==> config.mk <==
export PLATFORM = sky130hd
export DESIGN_NAME = lmat_queue
export DESIGN_NICKNAME = d
export VERILOG_FILES = /design/src/hdl/lmat_pkg.sv /design/src/hdl/lmat_queue.sv
export SDC_FILE = /design/constraint.sdc
export NUM_CORES = 1
export LEC_CHECK = 0
export ABC_AREA = 1
export BUFFER_PORTS_ARGS = -buffer_cell sky130_fd_sc_hd__buf_2
export CAP_MARGIN = 20
export CORE_ASPECT_RATIO = 1.25
export CORE_UTILIZATION = 25
export DETAILED_ROUTE_END_ITERATION = 10
export PLACE_DENSITY = 0.42
export SLEW_MARGIN = 15
export SYNTH_ARGS = -nofsm -noshare
export SYNTH_HDL_FRONTEND = slang
export SYNTH_SLANG_ARGS = --single-unit
export TNS_END_PERCENT = 100
==> constraint.sdc <==
create_clock -name clk -period 1.5 [get_ports clk]
set_input_delay 0.15 -clock clk [delete_from_list [all_inputs] [get_ports clk]]
set_output_delay 0.15 -clock clk [all_outputs]
set_load 0.02 [all_outputs]
==> src/hdl/lmat_pkg.sv <==
// Shared types and constants for the local maximum detector.
package lmat_pkg;

  localparam int DIM_W = 13;
  localparam int CNT_W = 25;
  localparam int THR_W = 32;
  localparam int ADDR_W = 5;
  localparam int DATA_W = 32;
  localparam int REG_SEL_W = 3;

  localparam int Q_DEPTH = 4;
  localparam int Q_PTR_W = 2;
  localparam int Q_CNT_W = 3;

  localparam logic [DIM_W-1:0] DIM_MIN = 13'd3;

  localparam logic [REG_SEL_W-1:0] REG_THRESHOLD = 3'd0;
  localparam logic [REG_SEL_W-1:0] REG_EIGHT_NEIGHBOURS = 3'd1;
  localparam logic [REG_SEL_W-1:0] REG_MAX_PEAKS = 3'd2;
  localparam logic [REG_SEL_W-1:0] REG_FRAME_ROWS = 3'd3;
  localparam logic [REG_SEL_W-1:0] REG_FRAME_COLS = 3'd4;

  localparam logic [THR_W-1:0] THRESHOLD_RESET = 32'd137626;
  localparam logic [CNT_W-1:0] MAX_PEAKS_RESET = 25'd1024;
  localparam logic [DIM_W-1:0] DIM_RESET = 13'd4096;

  typedef struct packed {
    logic [DIM_W-1:0] row;
    logic [DIM_W-1:0] col;
    logic             list_full;
  } peak_t;

  typedef struct packed {
    logic  push;
    peak_t data;
  } peak_push_t;

endpackage

==> src/hdl/lmat_queue.sv <==
// Short queue of detected peaks between the front end and the back end.
module lmat_queue (
  input  logic                          clk,
  input  logic                          rst,
  input  lmat_pkg::peak_push_t          q_push,
  input  logic                          pop,
  output logic                          not_empty,
  output lmat_pkg::peak_t               head,
  output logic [lmat_pkg::Q_CNT_W-1:0]  count
);

  lmat_pkg::peak_t                 entries [lmat_pkg::Q_DEPTH];
  logic [lmat_pkg::Q_PTR_W-1:0]    wptr;
  logic [lmat_pkg::Q_PTR_W-1:0]    rptr;

  assign not_empty = count != '0;
  assign head = entries[rptr];

  always_ff @(posedge clk) begin
    if (q_push.push) begin
      entries[wptr] <= q_push.data;
    end
  end

  always_ff @(posedge clk) begin
    if (rst) begin
      wptr <= '0;
      rptr <= '0;
      count <= '0;
    end else begin
      if (q_push.push) begin
        wptr <= wptr + lmat_pkg::Q_PTR_W'(1);
      end
      if (pop) begin
        rptr <= rptr + lmat_pkg::Q_PTR_W'(1);
      end
      if (q_push.push && !pop) begin
        count <= count + lmat_pkg::Q_CNT_W'(1);
      end else if (!q_push.push && pop) begin
        count <= count - lmat_pkg::Q_CNT_W'(1);
      end
    end
  end

endmodule

==> qor.txt <==
outcome = finished, violations left
failing checks = negative setup slack
largest net degree at the start of global routing = 28
clk sink count = 117
final hold vios = 0
area leader, netlist = edfxtp_1
number of synthesized register bits = 117
register clock-pin slew on the reported worst setup and hold paths = 0.05 ns
switching power = 2.107 mW
DP HPWL = 6.165 mm
DP Cell Count = 607
syn nets = 357
first-pass GRT wire length = 15.88 mm
worst-skew pair later-pin latency = 0.41 ns
Max Root-Sink Buffers = 2
Via Count = 2896
vias per inst = 4.284
DR DRC count = 0
Power Total = 8.770 mW
starting density of the core = 0.2570
H-Tree Depth = 4
vias in the first global route = 2889
Int Power = 6.663 mW
Post-Syn Area = 4497 µm²
Worst Max-Slew Pin Slew = 0.2943 ns
Final setup viols = 27
Total GRT Usage = 0.1174
YS warnings = 0
top area cells in the synthesized netlist = edfxtp_1 (72%), nor2_1 (5.0%), o21ai_0 (4.1%)
Period minus WS final = 1.688 ns
multi-input combinational cell area = 1010 µm²
core area = 17500 µm²
gpl congestion = 0.6662
Fill cells = 1655
fin cells = 676
Leak Pwr = 2.368 nW
Synth Instances = 320
CTS Buf Count = 17
FF+latch area = 3431 µm²
CTS root buf = clkbuf_16
Die Y = 151.9 µm
Post-Route WL = 10.51 mm
Max Cap Viol = 0
CP Data Required Time = 1.35 ns
# diodes = 0
Gate power share = 0.132
Slew headroom = 0.8038
1st-pass router iterations = 4
Crit Path Class = reg2out
crit path max fanout = 8
max frequency = 592.4 MHz
RSZ-0062 raised after global routing = yes
WL/cell = 15.55 µm
PortBufs = 61
class of the worst hold path = in2reg
VDD IR max = 0.5795 mV
clock power share = 0.438
worst setup margin = -0.1880 ns
Synth cell types = 19
CTS tree = yes
fin util = 0.3701
final slew viol count = 0
Reg power frac = 0.430
sequential element share of the synthesized area = 0.7613
Sw Ratio = 0.2402
DRT antenna net count = 0
CP arrival = 1.54 ns
Critical Path Start Type = flop
post-route cell area = 6476 µm²
Crit. End Element = output port
FP Rows = 54
initial antenna violation count = 0
Chip Width = 122.0 µm
share of the synthesized area in the top cell type = 0.7212
Post-DP Area = 5179 µm²
Mapped Avg Cell Area = 14.05 µm²
I/O pin count = 62
share of cells above drive strength 1 = 0.3540
grt total ovfl = 0
nets@finish = 476
Setup WS pre-CTS = 0.06642 ns
pwr dens = 1354 nW/µm²
DRT iter0 DRCs = 135
die footprint = 18530 µm²
Clock Skew = 0.01139 ns
period utilisation layout = 1.125
Area Overhead vs Synth = 44.02%
-- worst max-delay path, cell delays in order, from the launching register on --
cell	delay, ns
dfxtp_4	0.36
buf_12	0.14
buf_12	0.13
buf_12	0.13
nor2_1	0.13
o22ai_2	0.10
buf_6	0.14
-- final timing paths --
kind / from / end / slack [ns] / cells after the start
worst max-delay path: flop / head[17] / -0.19 / 6
worst min-delay path: pop / flop / 0.08 / 3
worst max register to register: wptr[0] / entries[0][3] / 0.19 / 5
worst min register to register: rptr[1] / flop / 0.48 / 1
-- cells in the final DEF, fill, tap and decap left out, drive strengths merged, types with 5 or more instances in the layout --
cell type and count:
edfxtp 108, buf 87, nor2 60, o21ai 60, dlygate4sd3 27, o22ai 27, clkbuf 20, inv 18
nand2 10, dfxtp 9, clkinvlp 7, ha 5, clkinv 5
-- power by group through the flow --
stage | Combinational [mW] | Clock [mW] | Sequential [mW]
6_report | 1.16 | 3.84 | 3.77
5_1_grt | 1.25 | 4.08 | 3.79
4_1_cts | 1.04 | 3.92 | 3.78
3_5_place_dp | 0.871 | 0 | 3.84
3_3_place_gp | 0.865 | 0 | 3.84
2_1_floorplan | 0.509 | 0 | 3.84
-- area by class of cell --
type                            instances  area share
Timing Repair inverter                  1    0.001352
Tap cell                              224     0.04328
Clock inverter                         13     0.02067
Clock buffer                           19     0.06685
Sequential cell                       117      0.5298
Timing Repair Buffer                  115      0.1669
Inverter                               18     0.01526
Multi-Input combinational cell        169      0.1559
-- through the flow --
stage	hold slack (ns)	TNS (ns)
floorplan	0.2489	0
global placement	0.3643	0
detailed placement	0.3746	0
CTS	0.05813	-5.389
global route	0.1313	-5.967
finish	0.08168	-4.063
-- cells in the mapped netlist (all sizes together) --
master,number
a21oi,4
o21ai,60
nor2,60
buf,15
o22ai,27
ha,5
inv,17
dfxtp,9
clkbuf,1
clkinv,1
fa,1
nand2,10
nand3,1
nand4,1
edfxtp,108
-- routing by layer --
layer / vias to the layer above / GRT usage / share of wire
met4: 0 / 0.04527 / 0.013
met3: 12 / 0.03679 / 0.044
met2: 71 / 0.1959 / 0.50
met5: - / 0 / 0
met1: 1391 / 0.1390 / 0.44
li1: 1422 / - / -
-- sequential cells by signal, indices dropped and copies added (netlist names), named ones only --
signal / count
rptr: 2
count: 3
wptr: 2
entries: 108
-- what timing repair did --
action	in CTS	in global routing
hold buffers	27	0
pin swaps	6	11
endpoints found under the hold margin	108	0
endpoints found under the setup margin	27	27
gates cloned	1	2
gates resized for setup	48	65
setup buffers	5	3
-- kinds of logic (layout without fill, tap and decap cells) --
group,count (synthesis),in the layout,share of synthesized area
buffers and inverters,34,166,0.05064
AOI/OAI and AO/OA,91,91,0.1088
and+or+nand+nor,72,72,0.06094
DFF,117,117,0.7613
adders and majority gates,6,6,0.01836
Power figures use the tool's default switching activity.
