## src/hdl/lmat_pkg.sv

```systemverilog
// Shared types and constants for the local maximum detector.
package lmat_pkg;

  localparam int DIM_W = 13;
  localparam int CNT_W = 25;
  localparam int THR_W = 32;
  localparam int ADDR_W = 5;
  localparam int DATA_W = 32;
  localparam int REG_SEL_W = 3;

  localparam int Q_DEPTH = 4;
  localparam int Q_PTR_W = 2;
  localparam int Q_CNT_W = 3;

  localparam logic [DIM_W-1:0] DIM_MIN = 13'd3;

  localparam logic [REG_SEL_W-1:0] REG_THRESHOLD = 3'd0;
  localparam logic [REG_SEL_W-1:0] REG_EIGHT_NEIGHBOURS = 3'd1;
  localparam logic [REG_SEL_W-1:0] REG_MAX_PEAKS = 3'd2;
  localparam logic [REG_SEL_W-1:0] REG_FRAME_ROWS = 3'd3;
  localparam logic [REG_SEL_W-1:0] REG_FRAME_COLS = 3'd4;

  localparam logic [THR_W-1:0] THRESHOLD_RESET = 32'd137626;
  localparam logic [CNT_W-1:0] MAX_PEAKS_RESET = 25'd1024;
  localparam logic [DIM_W-1:0] DIM_RESET = 13'd4096;

  typedef struct packed {
    logic [DIM_W-1:0] row;
    logic [DIM_W-1:0] col;
    logic             list_full;
  } peak_t;

  typedef struct packed {
    logic  push;
    peak_t data;
  } peak_push_t;

endpackage

```

## src/hdl/lmat_back.sv

```systemverilog
// Back end: forms the linear index of each peak and holds the result register.
module lmat_back (
  input  logic                          clk,
  input  logic                          rst,
  input  logic                          q_not_empty,
  input  lmat_pkg::peak_t               q_head,
  output logic                          q_pop,
  input  logic [lmat_pkg::DIM_W-1:0]    rows_eff,
  output logic                          out_valid,
  input  logic                          out_ready,
  output logic [lmat_pkg::CNT_W-1:0]    peak_index,
  output logic [lmat_pkg::DIM_W-1:0]    peak_row,
  output logic [lmat_pkg::DIM_W-1:0]    peak_col,
  output logic                          list_full
);

  logic [31:0] index_full;

  assign q_pop = q_not_empty && (!out_valid || out_ready);
  assign index_full = 32'(q_head.col - lmat_pkg::DIM_W'(1)) * 32'(rows_eff)
                    + 32'(q_head.row);

  always_ff @(posedge clk) begin
    if (rst) begin
      out_valid <= 1'b0;
    end else if (q_pop) begin
      out_valid <= 1'b1;
    end else if (out_ready) begin
      out_valid <= 1'b0;
    end
  end

  always_ff @(posedge clk) begin
    if (q_pop) begin
      peak_index <= lmat_pkg::CNT_W'(index_full);
      peak_row <= q_head.row;
      peak_col <= q_head.col;
      list_full <= q_head.list_full;
    end
  end

endmodule

```

## config.mk

```make
export PLATFORM = sky130hd
export DESIGN_NAME = lmat_back
export DESIGN_NICKNAME = d
export VERILOG_FILES = /design/src/hdl/lmat_pkg.sv /design/src/hdl/lmat_back.sv
export SDC_FILE = /design/constraint.sdc
export NUM_CORES = 1
export LEC_CHECK = 0
export BUFFER_PORTS_ARGS = -buffer_cell sky130_fd_sc_hd__buf_2
export CAP_MARGIN = 10
export CORE_MARGIN = 8
export CORE_UTILIZATION = 30
export CTS_CLUSTER_DIAMETER = 40
export CTS_CLUSTER_SIZE = 28
export DETAILED_ROUTE_END_ITERATION = 16
export GPL_ROUTABILITY_DRIVEN = 0
export PLACE_DENSITY_LB_ADDON = 0.15
export SETUP_SLACK_MARGIN = 0.05
export SLEW_MARGIN = 25
export SYNTH_ARGS = -nofsm -noshare
export SYNTH_HDL_FRONTEND = slang
export SYNTH_SLANG_ARGS = --single-unit
```

## constraint.sdc

```tcl
create_clock -name clk -period 9.4 [get_ports clk]
set_input_delay 0.94 -clock clk [delete_from_list [all_inputs] [get_ports clk]]
set_output_delay 0.94 -clock clk [all_outputs]
set_load 0.1 [all_outputs]
```

==> impl_summary.md, run 1 <==
Synth
The portion of netlist area occupied by mux cells is 0%. By area, the combinational part of the netlist is dominated by adder cells. The number of nets handed over by synthesis was between 1,000 and 1,500. The post-synthesis sequential element count is 53.

In this run the cell area of the synthesized design comes to just under 9000 µm². After Yosys synthesis, XOR and XNOR cells account for 4.66% of the synthesized area. After synthesis, the largest area contributor takes up 39.8% of total cell area. The number of different library cells used by synthesis comes to 43. Summing the sequential cell areas from Yosys gives around 18% of the chip area.

The dominant cell type by area after synthesis is sky130_fd_sc_hd__fa_1. The area fraction in and, or, nand and nor cells after synthesis is between 10 and 15%. Counting flops with an async set or reset pin after synthesis yields a share of 0%. The commonest register cell after synthesis is sky130_fd_sc_hd__edfxtp_1. Summing the areas of all fa, ha and maj instances in the mapped netlist gives roughly half of the synthesized area.

The number of warnings printed during yosys synthesis is 0. The synthesized design contains 52 enable-type register cells. Synthesis produced a netlist whose cell count is approximately 870.

By area the synthesized netlist is led by sky130_fd_sc_hd__fa_1 40%, sky130_fd_sc_hd__edfxtp_1 18%, sky130_fd_sc_hd__ha_1 9.5%. The synthesized netlist devotes about 4.2% of its cell area to compound gates. Averaged over all synthesized cells, the footprint is 10.2 µm².

Finish
The area growth from synthesis to layout is 12.6%. The post-layout net count is between 1,000 and 1,500. The final standard cell count with taps included and fillers excluded is between 1,000 and 1,500.

Counting the fill cells in the layout gives 3,061. Registers take ~1600 µm². The share of cells above drive strength 1 is around an eighth.

In the final layout, the multi-input gates occupy 6360 µm². The final design instance area without fill is 9920 µm². The number of antenna diodes in the final layout is 0.

Die
The number of top-level pins is slightly below 100. For this configuration, the core starts out at a cell density of 30.5%. From bottom edge to top edge, the die measures 187 µm. The die footprint is ~35,000 µm². After floorplanning, the core was divided into 62 placement rows. The area of the core is about 29,000 µm². Measured along the x axis, the die boundary spans approximately 190 µm.

Run status
The run finished with clean final reports.

Setup path
At the worst endpoint, the arrival time is 7.75 ns. The last element of the critical path is peak_index[24]. The worst setup path is of the input pin to flip-flop kind. In this design, the critical path's most frequently occurring cell is sky130_fd_sc_hd__fa_1.

The endpoint kind of the worst setup timing path is a flip-flop. The critical path's slowest cell is sky130_fd_sc_hd__or4_4. In this run the critical register-to-register path is captured at peak_index[0]. STA classifies the critical path startpoint as an input pin. In this run the critical register-to-register path is launched from out_valid. At the worst endpoint, the required time is between 9 and 10 ns. The signal on the critical path passes through buf_2 -> or4_4 -> nor4b_4 -> xor2_1 -> buf_4 -> nand2_1 -> fa_1 -> fa_1 -> inv_1 -> fa_1 -> fa_1 -> fa_1 -> inv_1 -> fa_1 -> inv_1 -> ha_1 -> a21o_1 -> a21oi_1 -> nor2b_1 -> o41a_1 -> a41oi_1 -> o21ai_0 -> xnor2_1. Along the worst path, the maximum fanout reaches 15. The number of cell instances on the worst register-to-register path is 2. The largest single stage delay on the critical path is roughly 0.61 ns. The setup slack of the most critical reg-to-reg path is between 7 and 8 ns. Tracing the worst setup path back leads to its startpoint at q_head[1].

Placed design
After detailed placement, the design holds a cell count of ~1,300. In this run the tool buffered the top-level ports with 97 buffer cells. In this run the cell area measured after placement is about 10000 µm². Detailed placement ended at an HPWL of between 15,000 and 20,000 µm.

STA
The hold slack is 0.562 ns. The setup clock skew after layout is slightly above 0.005 ns. After routing, the total negative slack on setup checks comes to 0 ns. The slew at the pin closest to its max-slew limit is ~1 ns. Setup violations remaining at the end of the flow were counted as 0. The max-slew violation count is 0. The smallest clock period supported by the final layout is computed as slightly below 8 ns. The remaining max-slew budget at the tightest pin is roughly a third. Setup repair after global routing left no endpoint under its margin. Derived from the worst setup path, the maximum achievable clock frequency is ~130 MHz. The final hold violation count is 0. The worst path uses 81.8% of the clock period.

Clocking
Counting along the longest clock path gives a buffer depth of 2. Clock tree synthesis selected as its root buffer the cell sky130_fd_sc_hd__clkbuf_16. The post-CTS clock slew at the launch and capture registers of the worst setup and hold paths is 0.08 ns.

The post-CTS setup-driven buffer insertion count is 0. TritonCTS built the clock tree. Hold repair after CTS inserted 0 buffers. In this run, CTS created clock tree buffers numbering 5.

The quantity of gates resized following cts is 0. For the worst-skew pair, the clock arrives at the later sink with an insertion delay of approximately 0.31 ns. The clock tree synthesis step divided the H-tree into 2 levels.

For this design, the sink count on the clock tree is 53.

GRT
The number of antenna violations at the first check in global routing came to 0. The via count of the first global-routing pass is around 6,400. Entering global routing, the biggest net connects 53 pins.

Global routing used roughly an eighth of the available tracks. The global-route wire length before repair is roughly 36,000 µm. The total congestion overflow is 0.

Detailed routing
For this block, the routed nets add up to about 22,000 µm of wire. The post-detailed-route DRC marker count is 0. In the final routed layout, each cell accounts on average for approximately 16 µm.

The via count is about 5,900. In this run the remaining antenna-violating nets after routing total 0. The first TritonRoute pass finished after 4 iterations. The first routing iteration left between 200 and 250 violations. In the routed layout, each cell is associated on average with a via count of about 4.4.

Hold path
The worst hold path belongs to the class flip-flop to flip-flop.

Flow run
The number of max-cap violations is 0.
[area by class of cell]
cell class                      count  share of cell area (%)
Multi-Input combinational cell    581                    64.1
Sequential cell                    53                    15.9
Inverter                          205                    7.75
Timing Repair Buffer              108                    5.72
Tap cell                          384                    4.84
Clock buffer                        5                    1.26
Clock inverter                      3                   0.416
[routing by layer]
| metal | routed length [µm] | track usage [%] | vias to the layer above |
|---|---|---|---|
| met4 | 346 | 3.00 | 0 |
| met5 | 0 | 0 | - |
| met3 | 651 | 1.75 | 18 |
| met2 | 11800 | 23.8 | 70 |
| li1 | - | - | 2781 |
| met1 | 8970 | 15.6 | 2995 |
[sequential cells by signal, summed over array words and instances, names as in the netlist]
name        count
peak_row       13
list_full       1
out_valid       1
peak_col       13
peak_index     25
[worst min-delay path by stage]
| stage | start | endpoint | slack (ns) | cells past startpoint |
|---|---|---|---|---|
| finish | out_valid | out_valid | 0.56 | 2 |
| global route | out_valid | out_valid | 0.63 | 2 |
| global placement | out_valid | out_valid | 0.54 | 2 |
| CTS | out_valid | out_valid | 0.56 | 2 |
| floorplan | out_valid | out_valid | 0.97 | 2 |
| detailed placement | out_valid | out_valid | 0.55 | 2 |
[per-stage QoR]
stage          worst slack, ns  utilization, %
5_1_grt                   1.23            34.4
6_report                  1.71            34.4
4_1_cts                   1.68            34.4
2_1_floorplan             1.58               -
3_5_place_dp              1.34            33.8
3_3_place_gp              1.41            33.8
[placed cells by master (no fill, tap or decap), types with 21 or more instances in the layout]
| cell type | count |
|---|---|
| sky130_fd_sc_hd__a21oi_1 | 21 |
| sky130_fd_sc_hd__and2_1 | 72 |
| sky130_fd_sc_hd__buf_2 | 97 |
| sky130_fd_sc_hd__edfxtp_1 | 52 |
| sky130_fd_sc_hd__fa_1 | 175 |
| sky130_fd_sc_hd__ha_1 | 67 |
| sky130_fd_sc_hd__inv_1 | 205 |
| sky130_fd_sc_hd__nand2_1 | 93 |
| sky130_fd_sc_hd__nor2b_1 | 22 |
| sky130_fd_sc_hd__xnor2_1 | 29 |
[Yosys cell counts, types with 2 or more instances]
library cell / number
sky130_fd_sc_hd__buf_2: 2
sky130_fd_sc_hd__o21a_1: 3
sky130_fd_sc_hd__a211oi_1: 3
sky130_fd_sc_hd__and2_1: 72
sky130_fd_sc_hd__xnor2_1: 29
sky130_fd_sc_hd__a21o_1: 9
sky130_fd_sc_hd__a21oi_1: 21
sky130_fd_sc_hd__nor3_1: 8
sky130_fd_sc_hd__edfxtp_1: 52
sky130_fd_sc_hd__fa_1: 175
sky130_fd_sc_hd__ha_1: 67
sky130_fd_sc_hd__nand2b_1: 5
sky130_fd_sc_hd__nor2b_1: 22
sky130_fd_sc_hd__o31ai_1: 2
sky130_fd_sc_hd__xor2_1: 16
sky130_fd_sc_hd__nand4_1: 3
sky130_fd_sc_hd__nand2_1: 93
sky130_fd_sc_hd__clkbuf_1: 25
sky130_fd_sc_hd__inv_1: 205
sky130_fd_sc_hd__o21ai_0: 9
sky130_fd_sc_hd__o21bai_1: 2
sky130_fd_sc_hd__and3_2: 3
sky130_fd_sc_hd__nor4_1: 3
sky130_fd_sc_hd__nor2_1: 16
sky130_fd_sc_hd__o2111ai_1: 2
sky130_fd_sc_hd__a21boi_0: 2
sky130_fd_sc_hd__and2b_1: 2
[kinds of logic (layout without fill, tap and decap cells)]
kind of cell	Yosys count	after routing
AND/OR/NAND/NOR	235	235
adder cells (fa/ha/maj)	242	242
AO/OA/AOI/OAI	58	58
XOR/XNOR	46	46
flip-flops	53	53
buffers and inverters	233	321
[worst max-delay path: cells and delay by family]
family / cells / cell delay [ns]
adders and majority gates: 7 / 3.26
AOI/OAI and AO/OA: 5 / 1.03
xor gates and xnor gates: 2 / 0.76
and+or+nand+nor: 4 / 1.17
buffers and inverters: 5 / 0.58
Power of run 1 is left out: the tool's default activity adds up to more than one toggle a clock period on the data nets, which glitch-free logic cannot reach.
==> inputs of run 2 (changes only) <==
--- a/config.mk
+++ b/config.mk
@@ -5,6 +5,7 @@
 export SDC_FILE = /design/constraint.sdc
 export NUM_CORES = 1
 export LEC_CHECK = 0
+export ABC_AREA = 1
 export BUFFER_PORTS_ARGS = -buffer_cell sky130_fd_sc_hd__buf_2
 export CAP_MARGIN = 10
 export CORE_MARGIN = 8
==> constraint.sdc (replaced) <==
create_clock -name clk -period 6.95 [get_ports clk]
set_input_delay 0.695 -clock clk [delete_from_list [all_inputs] [get_ports clk]]
set_output_delay 0.695 -clock clk [all_outputs]
set_load 0.1 [all_outputs]
==> run 2 against run 1 <==
Net effect: count of clock-buffer cells in the layout unchanged; final cell count up 15%; critical path depth grew 5; critical path type unchanged; sequential share of layout area shrank 0.71 points; highest routed layer is now met5; clock skew grew 0.0042 ns.
==> impl_summary.md, run 2 <==
Setup path
For the worst flop-to-flop path, the logic depth is 2. In this design, the stage delay of the slowest critical-path cell is 0.56 ns. The worst setup path is captured at a flip-flop. The critical path starts at q_head[1].

The data arrival time of the worst path is 6.53 ns. In this run the worst path has a maximum fanout of 5. The most numerous cell type found on the critical path is sky130_fd_sc_hd__nand2_1. The critical path in this run is classified as input pin to flip-flop.

STA classifies the critical path startpoint as an input pin. The worst reg2reg path startpoint is out_valid. The critical path's slowest cell is sky130_fd_sc_hd__fa_1. The endpoint identified for the worst register-to-register timing path is peak_col[3]. Setup slack on the worst reg-to-reg path comes out at 5.50 ns. The worst endpoint required time is roughly 7.0 ns.

Finish
The area growth from synthesis to layout is 15.5%. The post-layout net count is 1,439. Ranked by flip-flop count, first place goes to peak_index. The largest registers in the layout are peak_index (25), peak_col (13), peak_row (13). The top cell types in the final layout, fill and taps aside, are 263 x sky130_fd_sc_hd__inv_1, 190 x sky130_fd_sc_hd__nand2_1, 173 x sky130_fd_sc_hd__fa_1. The share of cells above drive strength 1 is 14.9%. The antenna diode count is 0.

The number of flip-flops in the largest register is 25. The library cell used most frequently in the layout, excluding fill and tap cells, is sky130_fd_sc_hd__inv_1. The final design instance area without fill is a little over 10,000 µm².

STA
Setup repair after global routing left no endpoint under its margin. The minimum period implied by the final worst setup slack is about 6.5 ns. The setup clock skew after layout is 0.00938 ns. Dividing the final minimum period by the clock period gives 93.0%. Setup violations remaining at the end of the flow were counted as 0. The final hold violation count is 0. At the pin with the least slew margin, the transition time is about 0.7 ns. The aggregate negative setup slack is 0 ns. The highest clock frequency the design can meet is ~150 MHz. The remaining max-slew budget at the tightest pin is a little over half. The worst setup slack after layout is slightly below 0.5 ns. The max-slew violation count is 0.

Die
The core region is between 20,000 and 30,000 µm². Measured along the x axis, the die boundary spans about 190 µm. The die footprint is roughly 36,000 µm². The effective utilization at floorplan is 30.4%. The vertical die dimension is around 190 µm. The number of top-level pins is 98. In this run the core area contains 63 standard-cell rows.

Detailed routing
In the routed design, unresolved DRC markers number 0. The mean routed wirelength per cell is ~17 µm. For this block, the routed nets add up to ~26,000 µm of wire.

For this block, the via count after detailed routing is about 6,800. The first detailed-routing pass ran for 5 iterations. The count of routing violations after the opening detailed-route iteration is 299. The count of nets left with antenna violations once routing finished came out at 0. In the routed layout, each cell is associated on average with a via count of around 4.4.

GRT
The overall track demand over capacity in global routing is approximately 15%. Summed over all layers, the global routing overflow is 0. The global-route wire length before repair is 42,100 µm. The via count of the first global-routing pass is between 7,000 and 8,000. The number of antenna violations at the first check in global routing is 1.

The largest net degree at the start of global routing is 54.

Hold path
The capture endpoint of the worst hold path is out_valid. The worst hold path belongs to the class flip-flop to flip-flop. In this run the most critical hold path is launched from out_valid.

The cell depth of the worst hold path is 2.

Clocking
The tree is rooted in a sky130_fd_sc_hd__clkbuf_16. The number of setup buffers added after CTS is 0. The worst-skew pair later-pin latency is around 0.3 ns. After clock tree synthesis, the repair step resized 0 gates. Clock-pin slew was measured on the worst setup and hold paths at 0.08 ns. For this design, the CTS-stage hold fixing added 0 buffers. CTS built an H-tree with a depth of 2. The clock tree from TritonCTS is built. The number of clock sinks seen by CTS is 53. Counting along the longest clock path gives a buffer depth of 2. In this run, CTS created clock tree buffers numbering 5.

Synth
The share of the Yosys chip area taken by registers is between 10% and 20%. The most frequent cell after synthesis is sky130_fd_sc_hd__inv_1. The number of enable-type register cells in the synthesized netlist is 52. By area the synthesized netlist is led by sky130_fd_sc_hd__fa_1 39%, sky130_fd_sc_hd__edfxtp_1 17%, sky130_fd_sc_hd__inv_1 11%. The net count of the mapped netlist is between 1,000 and 1,500. The number of warnings printed during yosys synthesis is 0. The commonest register cell after synthesis is sky130_fd_sc_hd__edfxtp_1. The number of unique standard cell types used by synthesis is 33.

The average instance in the mapped netlist occupies ~8.8 µm². The fraction of registers with async set or reset after synthesis is 0%. The post-synthesis sequential element count is between 50 and 60. The synthesized design spends more area on one cell type than any other, namely sky130_fd_sc_hd__fa_1. After synthesis, the largest area contributor takes up 38.9% of total cell area. The synthesized instance count is approximately 1,000. In this run the cell area of the synthesized design comes to about 9000 µm². Ranked by instance count, the synthesized netlist is headed by 264 x sky130_fd_sc_hd__inv_1, 191 x sky130_fd_sc_hd__nand2_1, 175 x sky130_fd_sc_hd__fa_1.

Placed design
Detailed placement ended at an HPWL of around 23,000 µm. OpenSTA, run right after detailed placement, puts the worst setup slack at 0.0111 ns. The total placed instance area is approximately 10,000 µm². The number of buffers inserted by port buffering is just under 100.

Run status
The run finished with clean final reports.

Flow run
The number of max-cap violations is 0.
==> run 2: cell count changes after synthesis, sizes merged, moves of 4 or more <==
| cell | change |
|---|---|
| a21o | -8 |
| nor2 | +117 |
| xnor2 | -21 |
| nand3 | +21 |
| and2 | -72 |
| or2 | +4 |
| nand2 | +105 |
| nor2b | -22 |
| a31oi | +4 |
| inv | +61 |
| clkbuf | -12 |
| nand2b | -5 |
| a21oi | +4 |
==> run 2: worst max-delay path, delay by kind of cell <==
kind / cells / cell delay (ns)
simple gates: 12 / 1.10
compound gates: 2 / 0.44
fa+ha+maj: 8 / 3.53
buf+inv: 6 / 0.76
==> run 2: worst max path at each step <==
stage / end / slack, ns
after floorplan: peak_index[22] / 0.80
after global placement: peak_index[24] / 0.03
after detailed placement: peak_index[24] / 0.01
after CTS: peak_index[24] / 0.31
after global routing: peak_index[24] / 0.05
final: peak_index[24] / 0.48
==> run 2: through the flow <==
stage                     utilization, %  hold slack, ns  cells
after floorplan                        -           0.764   1024
after global placement              34.6           0.496   1536
after detailed placement            34.6           0.501   1536
after CTS                           35.1           0.513   1544
after global routing                35.1           0.523   1544
final                               35.1           0.509   1544
==> run 2: cells by family after synthesis <==
logic type,count (synthesis),share of synthesized area [%]
DFF,53,17.6
xor gates and xnor gates,26,2.53
and+or+nand+nor,373,16.7
adders and majority gates,242,48.3
buffers and inverters,281,11.7
AOI/OAI and AO/OA,49,3.17
==> run 2: metal layers <==
metal | GRT usage [%] | wire [µm] | part of all wire [%]
met5 | 0 | 10 | 0.038
met4 | 2.16 | 270 | 1.0
met3 | 2.56 | 1320 | 5.1
met2 | 27.8 | 13300 | 51
met1 | 19.4 | 11200 | 43
==> run 2: layout make-up <==
type,count,area [µm²]
multi-input combinational,690,6380
fill,3196,19200
timing repair buffer,136,778
tap,390,488
clock buffer,5,125
clock inverter,3,26.3
inverter,267,1000
sequential,53,1580
Power of run 2 is left out for the same reason.
